**config.mk**
```make
export PLATFORM = sky130hd
export DESIGN_NAME = tlec_level
export DESIGN_NICKNAME = d
export VERILOG_FILES = /design/src/rtl/core/three_level_exclusive_cache_policy_macros.svh /design/src/rtl/core/tlec_pkg.sv /design/src/rtl/core/tlec_level.sv
export SDC_FILE = /design/constraint.sdc
export NUM_CORES = 1
export LEC_CHECK = 0
export BUFFER_PORTS_ARGS = -buffer_cell sky130_fd_sc_hd__buf_2
export CAP_MARGIN = 20
export CORE_MARGIN = 5
export CORE_UTILIZATION = 44
export DETAILED_ROUTE_END_ITERATION = 6
export GPL_TIMING_DRIVEN = 0
export PLACE_DENSITY = 0.73
export REMOVE_ABC_BUFFERS = 1
export SETUP_SLACK_MARGIN = 0.1
export SLEW_MARGIN = 5
export SYNTH_ARGS = -nofsm -noshare
export SYNTH_HDL_FRONTEND = slang
export SYNTH_SLANG_ARGS = --single-unit
export TNS_END_PERCENT = 1
```
**constraint.sdc**
```tcl
create_clock -name clk_i -period 1.61 [get_ports clk_i]
set_clock_uncertainty 0.15 [all_clocks]
set_input_delay 0.0805 -clock clk_i [delete_from_list [all_inputs] [get_ports clk_i]]
set_output_delay 0.0805 -clock clk_i [all_outputs]
set_load 0.005 [all_outputs]
```
**src/rtl/core/three_level_exclusive_cache_policy_macros.svh**
```systemverilog
// assertion macros for the three-level exclusive cache policy
// used by the top level only, no other dependencies
`ifndef THREE_LEVEL_EXCLUSIVE_CACHE_POLICY_MACROS_SVH
`define THREE_LEVEL_EXCLUSIVE_CACHE_POLICY_MACROS_SVH

// property must hold on every clock edge outside reset
`define TLEC_ASSERT(label, prop, msg) \
  label: assert property (@(posedge clk_i) disable iff (!rst_ni) (prop)) else $error(msg);

// antecedent implies consequent in the next cycle
`define TLEC_ASSERT_NEXT(label, ante, cons, msg) \
  label: assert property (@(posedge clk_i) disable iff (!rst_ni) (ante) |=> (cons)) \
    else $error(msg);

`endif

```
**src/rtl/core/tlec_pkg.sv**
```systemverilog
// types and constants for the three-level exclusive cache policy
// no dependencies
package tlec_pkg;

  localparam int unsigned CostW  = 20;
  localparam int unsigned TotalW = 40;
  localparam int unsigned CntW   = 32;
  localparam int unsigned AddrW  = 10;

  localparam logic [CostW-1:0] L1CostRst  = 20'd10;
  localparam logic [CostW-1:0] L2CostRst  = 20'd110;
  localparam logic [CostW-1:0] L3CostRst  = 20'd1110;
  localparam logic [CostW-1:0] MemCostRst = 20'd101110;

  localparam logic [1:0] RegL1Cost  = 2'd0;
  localparam logic [1:0] RegL2Cost  = 2'd1;
  localparam logic [1:0] RegL3Cost  = 2'd2;
  localparam logic [1:0] RegMemCost = 2'd3;

  localparam logic OpAccess  = 1'b0;
  localparam logic OpMarkUse = 1'b1;

  localparam logic [1:0] LvlL1   = 2'd0;
  localparam logic [1:0] LvlL2   = 2'd1;
  localparam logic [1:0] LvlL3   = 2'd2;
  localparam logic [1:0] LvlMiss = 2'd3;

  typedef enum logic [3:0] {
    StIdle,
    StMark,
    StScan1,
    StScan2,
    StScan3,
    StProm2,
    StSwap2,
    StProm3a,
    StSwap3a,
    StProm3b,
    StSwap3b,
    StVict,
    StFill,
    StDone,
    StOut
  } state_e;

  function automatic logic [CntW-1:0] sat_inc32(input logic [CntW-1:0] v);
    sat_inc32 = (v == '1) ? v : v + 1'b1;
  endfunction

endpackage

```
**src/rtl/core/tlec_level.sv**
```systemverilog
// one cache level: tag store with valid bits and use-count store
// depends on tlec_pkg
module tlec_level #(
  parameter int unsigned Entries = 8,
  parameter int unsigned IdxW    = 3,
  parameter int unsigned TagW    = 10
) (
  input  logic                         clk_i,
  input  logic                         rst_ni,
  input  logic [IdxW-1:0]              rd_idx_i,
  output logic                         rd_vld_o,
  output logic [TagW-1:0]              rd_tag_o,
  output logic [tlec_pkg::CntW-1:0]    rd_cnt_o,
  input  logic                         wr_en_i,
  input  logic [IdxW-1:0]              wr_idx_i,
  input  logic                         wr_vld_i,
  input  logic [TagW-1:0]              wr_tag_i,
  input  logic [tlec_pkg::CntW-1:0]    wr_cnt_i
);
  import tlec_pkg::*;

  logic [Entries-1:0]  vld_q;
  logic [TagW-1:0]     tag_q [Entries];
  logic [CntW-1:0]     cnt_q [Entries];

  always_ff @(posedge clk_i or negedge rst_ni) begin
    if (!rst_ni) begin
      vld_q <= '0;
      for (int i = 0; i < Entries; i++) cnt_q[i] <= '0;
    end else if (wr_en_i) begin
      vld_q[wr_idx_i] <= wr_vld_i;
      cnt_q[wr_idx_i] <= wr_cnt_i;
    end
  end

  always_ff @(posedge clk_i) begin
    if (wr_en_i) tag_q[wr_idx_i] <= wr_tag_i;
  end

  assign rd_vld_o = vld_q[rd_idx_i];
  assign rd_tag_o = tag_q[rd_idx_i];
  assign rd_cnt_o = cnt_q[rd_idx_i];
endmodule
```
== Word level (Yosys, flattened, before mapping) ==
Memories as Yosys holds them, arrays and structs flattened.
Cells that the tools add are included.

* Muxes and demuxes: 13
* Bitwise gates (word level): 2
* $lt $le $gt $ge: 6
* Reductions and logical operators: 2

{| class="wikitable"
|+ Operators by type and width
! operator !! count
|-
| $bwmux 256 || 1
|-
| $bmux 32 s3 || 1
|-
| $demux 32 s3 || 1
|-
| $mux 32 || 3
|-
| $bwmux 8 || 1
|-
| $ge 4x4->1 const B || 2
|-
| $lt 3x4->1 const B || 2
|-
| $not 3->4 || 2
|-
| $lt 4x1->1 const B || 1
|-
| $mux 1 || 4
|-
| $bmux 1 s3 || 1
|-
| $demux 1 s3 || 1
|-
| $ge 3x1->1 const B || 1
|-
| $logic_and 1x1->1 || 2
|}

* Register bits after elaboration: 264
* Logic and storage cells: 33
* Memory bits (writable): 80
* Memories: 1
* Input bits: 52

{| class="wikitable"
|+ Memory list
! memory !! words !! bits a word !! read ports !! clocked after memory_dff !! wr ports !! line !! text
|-
| tag_q || 8 || 10 || 1 || 0 || 1 || tlec_level.sv:23 || <nowiki>logic [TagW-1:0] tag_q [Entries];</nowiki>
|}

== Depth between registers and ports, before layout ==
Gate-level depths: netlist of the first run.

* Depth after elaboration: 6
* Gate-level depth with buffers: 5
* Gate-level depth less buffers: 2

== Least setup slack after synthesis of the first run ==
OpenSTA, ideal clock, no wires.

* Path kind: input-to-reg
* From: input wr_idx_i[1]
* To: register cnt_q[202] (netlist name)
* Required time: 1.335 ns
* Path slack: 0.002 ns
* Library setup time: 0.125 ns
* Arrival: 1.333 ns
* Cell stages on the path: 5
* Path buffers: 3
* Path through: buf_2 -> nor4bb_1 -> buf_2 -> buf_2 -> mux2_2

* Cells in the longest elaborated chain, start to end: 6

{| class="wikitable"
|+ Ends and longest elaborated chain
! element !! line !! text
|-
| from (decl) || tlec_level.sv:15 || <nowiki>input logic [IdxW-1:0] wr_idx_i,</nowiki>
|-
| $not 3->4 (not written as such) (*) || tlec_level.sv:32 || <nowiki>cnt_q[wr_idx_i] <= wr_cnt_i;</nowiki>
|-
| $ge 4x4->1 (not written as such) / $lt 4x1->1 (equally long branches) || tlec_level.sv:32 ||
|-
| $logic_and 1x1->1 (not written as such) || tlec_level.sv:32 ||
|-
| $mux 32 (not written as such) || tlec_level.sv:32 ||
|-
| $demux 32 s3 (*) || tlec_level.sv:32 ||
|-
| $bwmux 256 (*) || tlec_level.sv:32 ||
|-
| to (signal, indexed assignment) || tlec_level.sv:32 ||
|-
| to (decl) || tlec_level.sv:24 || <nowiki>logic [CntW-1:0] cnt_q [Entries];</nowiki>
|}

Every way passes the cells marked *; elsewhere a longest branch is shown, timed or not.
A chain may end at the register's enable or synchronous reset.

== Worst setup path after layout of the first run ==
* From: memory tag_q[5][0]
* To: output rd_tag_o[0]

* Cells in the longest elaborated chain, start to end: 1

{| class="wikitable"
|+ Ends and longest elaborated chain
! element !! line !! text
|-
| from (decl) || tlec_level.sv:23 ||
|-
| $mem_v2 8x10 || -- ||
|-
| to (decl) || tlec_level.sv:12 || <nowiki>output logic [TagW-1:0] rd_tag_o,</nowiki>
|}

Every way passes these cells.

==> results.md, run 1 <==
- Setup crit start: tag_q[5][0]
- Synth Instances: around 800
- End of the critical path: rd_tag_o[0]
- CTS max path bufs: 3
- Layout cell share with drive strength beyond 1: 56.5%
- Number of synthesized register bits: ~340
- First-pass GRT wire length: 51600 um
- Setup violators final: 52
- CTS tree: yes
- Worst VDD drop: 0.000814 V
- Die W: 195 um
- Unrepaired setup endpoints after global routing: yes
- Hold Path Cell Cnt: 2
- Synth warnings: 0
- H-tree depth: 2
- Die Height: 195 um
- First DRT Iteration DRCs: approximately 350
- Initial antenna violation count: 0
- Worst Path Arrival: 1.80 ns
- Placeable core area: between 0.03 and 0.04 mm2
- Stages on the worst setup path: 3
- Worst path required time: between 1 and 1.5 ns
- Overflow after GRT: 0
- R2R depth: 1
- Remaining antenna violation count: 0
- CTS Buf Count: 36
- Initial core utilization: 44.7%
- Total Routed Length: 32300 um
- Register area share after synthesis: 60.0%
- Multi-input combinational cell area: between 0.005 and 0.006 mm2
- Hold Slack: -0.220 ns
- Synth Cell Area: 0.0150 mm2
- Clock sinks: 344
- Die ar.: 0.0379 mm2
- Worst slack, placed: -0.823 ns
- Final Slew Violations: 0
- Area Overhead vs Synth: 22.4%
- Crit path max-delay family: multiplexers
- Critical path class: reg2out
- Slew @ Worst Pin: between 0.8 and 0.9 ns
- Reg-to-reg slack, setup: about 0.67 ns
- Num ports: 95
- Final Power: 23.3 mW
- Final worst slack: -0.423 ns
- Worst-path clk slew: 0.06 ns
- # nets final: 1010
- # DRC: 0
- First-pass DRT Iterations: 4
- Cell breakdown of the critical path: mux4_2 -> mux2_4 -> buf_6
- Port Buffers: 94
- Period utilization: 126%
- Vias per Instance: ~5.5
- Worst relative slew slack: 41.4%
- Worst skew pair latency: between 0.5 and 0.6 ns
- Via count: between 7000 and 8000
- Diode count: 0
- Fmax: 492 MHz
- Min Tclk post-route: 2.03 ns
- Status: finished, violations left
- RePlAce Congestion: 0.684
- DPL Wire Length: 19400 um
- Leakage: 7.66 nW
- CP max FO: 1
- Vias in the first global route: between 8000 and 9000
- Reg2reg start: cnt_q[254]
- Critical Path Slowest Stage Cell: mux4_2
- Crit start category: register
- Max cap viols: 0
- Power density cells: roughly 1300 mW/mm2
- # hold bufs at CTS: between 40 and 50
- Row cnt: 67
- Max incr delay on CP: 0.50 ns
- Fill cells: 2559
- CP Capture Type: output port
- Failing checks: hold timing, setup timing
- Register area: 0.00901 mm2
- Syn_area_per_cell: 18.7 um2
- Largest net degree at the start of global routing: roughly 120
- Final Hold Vio Count: between 70 and 80
- Buf/Inv on CP: 1
- Root Driver: clkbuf_16
- Tot GR Track Use: 17.1%
- Hold WC Path Type: in2reg
- Post-synth cell types: 18
- R2R Path End: cnt_q[254]
- Wire per inst: ~23 um
cell families (layout without fill, tap and decap cells):
group | count (synthesis) | in the layout | share of synthesized area [%]
flip-flops | 344 | 344 | 60.0
buffers and inverters | 60 | 238 | 2.55
AND/OR/NAND/NOR | 8 | 8 | 0.591
multiplexers | 393 | 393 | 36.9
layout make-up:
type	instances	share of cell area (%)
Clock inverter	11	0.388
Sequential cell	344	49.0
Clock buffer	52	5.45
Timing Repair Buffer	171	10.0
Inverter	4	0.143
Tap cell	448	3.05
Multi-Input combinational cell	401	32.0
flip-flops by register name, indices dropped and copies added (netlist names):
| register | flops |
|---|---|
| cnt_q | 256 |
| tag_q | 80 |
| vld_q | 8 |
repair_timing:
action                                 CTS  global route
resized for setup                      120            13
pin swaps                                1             2
setup endpoints to repair              169           151
endpoints found under the hold margin  643            70
buffers inserted                         0             0
cloned                                   1             0
layout by cell type (no fill, tap or decap), drive strengths merged:
master | netlist | routed
mux2 | 307 | 307
dfrtp | 264 | 264
buf | 50 | 126
mux4 | 86 | 86
edfxtp | 80 | 80
clkbuf | 6 | 52
dlygate4sd3 | 0 | 45
clkinvlp | 0 | 6
clkinv | 0 | 6
nand4b | 3 | 3
inv | 4 | 3
nor4bb | 2 | 2
and4bb | 1 | 1
nor4b | 1 | 1
nand4 | 1 | 1
per-stage QoR:
step / utilization (%) / cells / hold slack (ns) / TNS [ns] / cell area, um2
after floorplan: - / 749 / -0.365 / -400.73 / 14700
after global placement: 46.7 / 1291 / 0.196 / -2525.63 / 15700
after detailed placement: 48.3 / 1322 / -0.179 / -133.62 / 16200
after CTS: 54.6 / 1431 / -0.240 / -18.09 / 18300
after global routing: 54.7 / 1431 / -0.229 / -19.90 / 18400
final: 54.7 / 1431 / -0.220 / -16.71 / 18400
cells in the mapped netlist:
| master | number | share of area [%] |
|---|---|---|
| dfrtp_1 | 264 | 44 |
| mux2_2 | 248 | 19 |
| mux4_2 | 86 | 13 |
| edfxtp_1 | 80 | 16 |
| mux2_4 | 40 | 4.0 |
| buf_2 | 34 | 1.1 |
| mux2_1 | 19 | 1.4 |
| buf_4 | 7 | 0.35 |
| clkbuf_1 | 6 | 0.15 |
| buf_12 | 5 | 0.67 |
| inv_1 | 4 | 0.10 |
| buf_1 | 3 | 0.075 |
| nand4b_1 | 3 | 0.17 |
| nor4bb_1 | 2 | 0.13 |
| and4bb_2 | 1 | 0.083 |
| buf_6 | 1 | 0.075 |
| nand4_1 | 1 | 0.042 |
| nor4b_4 | 1 | 0.16 |
routing by layer:
layer  share of wire [%]  global-route usage [%]  wire length [um]
met1                  46                    24.5             14800
met5                   0                       0                 0
met4                 1.7                    3.80               551
met2                  49                    28.2             15900
met3                 3.4                    2.65              1090
where the power goes:
part / leakage, nW / internal [mW] / switching [mW]
combinational: 3.25 / 3.03 / 1.45
clock: 0.514 / 4.35 / 3.30
sequential: 3.89 / 10.5 / 0.714
total: 7.66 / 17.8 / 5.46
worst min-delay path by stage:
stage	slack (ns)	from	endpoint
after floorplan	-0.37	rst_ni	cnt_q[0]
after global placement	0.20	wr_tag_i[0]	tag_q[2][0]
after detailed placement	-0.18	rst_ni	cnt_q[116]
after CTS	-0.24	wr_idx_i[0]	tag_q[0][7]
after global routing	-0.23	wr_idx_i[0]	tag_q[0][7]
final	-0.22	wr_idx_i[0]	tag_q[0][7]
(Power assumes the default switching activity.)
==> inputs of run 2 (changes only) <==
--- a/config.mk
+++ b/config.mk
@@ -11,7 +11,7 @@
 export CORE_UTILIZATION = 44
 export DETAILED_ROUTE_END_ITERATION = 6
 export GPL_TIMING_DRIVEN = 0
-export PLACE_DENSITY = 0.73
+export PLACE_DENSITY = 0.64
 export REMOVE_ABC_BUFFERS = 1
 export SETUP_SLACK_MARGIN = 0.1
 export SLEW_MARGIN = 5
==> results.md, run 2 (synthesized netlist as in run 1, its figures left out) <==
- Hold WC Path Type: in2async
- Period utilization: 127% (+0.86 points)
- First-pass GRT wire length: 50000 um (-3.0%)
- Worst skew pair latency: 0.51 ns (about the same)
- Total Routed Length: 31300 um (-3.1%)
- Root Driver: clkbuf_16
- First-pass DRT Iterations: 5 (+1)
- # DRC: 0 (unchanged)
- Min Tclk post-route: 2.05 ns (+0.0138 ns)
- Worst Path Arrival: 1.82 ns (+0.02 ns)
- Row cnt: 67 (unchanged)
- Fmax: 488 MHz (-0.68%)
- Largest registers: cnt_q: 256 flops, tag_q: 80 flops, vld_q: 8 flops
- H-tree depth: 2 (unchanged)
- Critical Path Slowest Stage Cell: mux4_2
- Placeable core area: 0.0336 mm2 (unchanged)
- Max cap viols: 0 (unchanged)
- CP Capture Type: output port
- First DRT Iteration DRCs: 314 (-11%)
- Worst-path clk slew: 0.06 ns (about the same)
- Worst slack, placed: -0.715 ns (+0.108 ns)
- Num ports: 95 (unchanged)
- Unrepaired setup endpoints after global routing: yes
- CP max FO: 2 (+1)
- Power density cells: 1290 mW/mm2 (+2.1%)
- Placed Area: 0.0163 mm2 (+0.29%)
- CTS max path bufs: 3 (unchanged)
- Failing checks: hold timing, setup timing
- RePlAce Congestion: 0.674 (-1.5%)
- Largest register FFs: 256 (unchanged)
- Vias per Instance: 5.38 (-2.1%)
- Wire per inst: 21.8 um (-3.5%)
- Cell breakdown of the critical path: mux4_2 -> mux2_4 -> buf_6
- Tot GR Track Use: 16.7% (-0.50 points)
- Initial core utilization: 44.7% (unchanged)
- Critical path class: reg2out
- Final Hold Vio Count: 178 (+150%)
- Die ar.: 0.0379 mm2 (unchanged)
- Final worst slack: -0.437 ns (-0.0138 ns)
- Reg-to-reg slack, setup: 0.58 ns (-0.09 ns)
- Vias in the first global route: 8513 (-2.7%)
- Reg2reg start: cnt_q[23]
- Final Slew Violations: 0 (unchanged)
- Top reg by flops: cnt_q
- Design Area, Final: 0.0184 mm2 (+0.25%)
- Initial antenna violation count: 0 (unchanged)
- CTS Buf Count: 38 (+5.6%)
- Highest-count cells in the layout ignoring fill and taps: dfrtp_1 (264), mux2_2 (225), mux4_2 (86), edfxtp_1 (80), mux2_4 (65)
- Via count: 7731 (-1.6%)
- R2R Path End: cnt_q[23]
- Die W: 195 um (unchanged)
- Status: finished, violations left
- Clock sinks: 344 (unchanged)
- Die Height: 195 um (unchanged)
- Port Buffers: 94 (unchanged)
- Diode count: 0 (unchanged)
- Hold Slack: -0.647 ns (-0.427 ns)
- Remaining antenna violation count: 0 (unchanged)
- Final Util: 54.9% (+0.14 points)
- Worst VDD drop: 0.000762 V (-6.4%)
- Largest net degree at the start of global routing: 105 (-11%)
- Overflow after GRT: 0 (unchanged)
- Final Power: 23.8 mW (+2.3%)
- Most common cell after layout, fill and taps aside: dfrtp_1
- Max incr delay on CP: 0.50 ns (about the same)
- # nets final: 1014 (+0.40%)
- Crit start category: register
- Leakage: 7.61 nW (-0.56%)
- Slew @ Worst Pin: 0.806 ns (-0.0677 ns)
- Setup violators final: 48 (-7.7%)
- CTS tree: yes
- Worst relative slew slack: 46.2% (+4.7 points)
- DPL Wire Length: 19000 um (-1.9%)
- R2R depth: 2 (+1)
- Worst path required time: 1.38 ns (about the same)
- Area Overhead vs Synth: 22.7%
- Layout cell share with drive strength beyond 1: 57.4% (+0.97 points)
-- run 2: per-layer routing --
layer  up-vias  wire (um)  share of wire, %  GRT usage (%)
met5         -          0                 0              0
met4         0        471               1.5           3.39
met3        36        929               3.0           2.70
met2       112      15400                49           27.6
met1      4175      14500                46           23.6
li1       3408          -                 -              -
-- run 2: worst max path at each step --
| stage | startpoint | to | slack [ns] | cells past startpoint |
|---|---|---|---|---|
| finish | cnt_q[23] | rd_cnt_o[23] | -0.44 | 3 |
| global route | cnt_q[23] | rd_cnt_o[23] | -0.49 | 3 |
| floorplan | wr_idx_i[0] | cnt_q[160] | -3.52 | 2 |
| detailed placement | wr_idx_i[1] | cnt_q[246] | -0.72 | 7 |
| CTS | cnt_q[23] | rd_cnt_o[23] | -0.46 | 3 |
| global placement | wr_en_i | cnt_q[181] | -8.91 | 3 |
-- run 2: power breakdown --
part	switching, mW	total (mW)	internal [mW]
registers	0.675	11.1	10.5
logic	1.41	4.34	2.93
clock network	3.32	8.36	5.04
-- run 2: final cells by class --
class	instances	area [um2]
Sequential cell	344	9010
Clock inverter	15	128
Fill cell	2672	15200
Tap cell	448	561
Timing Repair Buffer	173	1870
Multi-Input combinational cell	401	5760
Inverter	4	26.3
Clock buffer	52	1090
-- run 2: critical path, delay by kind of cell (launching register included) --
family | cells | cell delay [ns]
flip-flops | 1 | 0.39
buffers and inverters | 1 | 0.12
multiplexers | 2 | 0.80
-- run 2: timing repair --
action,4_1_cts,5_1_grt
buffers inserted,0,1
gates cloned,1,0
hold buffers,44,1
pin swaps,1,2
resized for setup,77,18
endpoints found under the hold margin,523,116
endpoints found under the setup margin,107,87
-- run 2: stage by stage --
step,setup TNS [ns],std cells
final,-16.17,1437
after global placement,-2586.61,1291
after detailed placement,-106.10,1323
after floorplan,-400.73,749
after global routing,-20.19,1437
after CTS,-17.44,1435
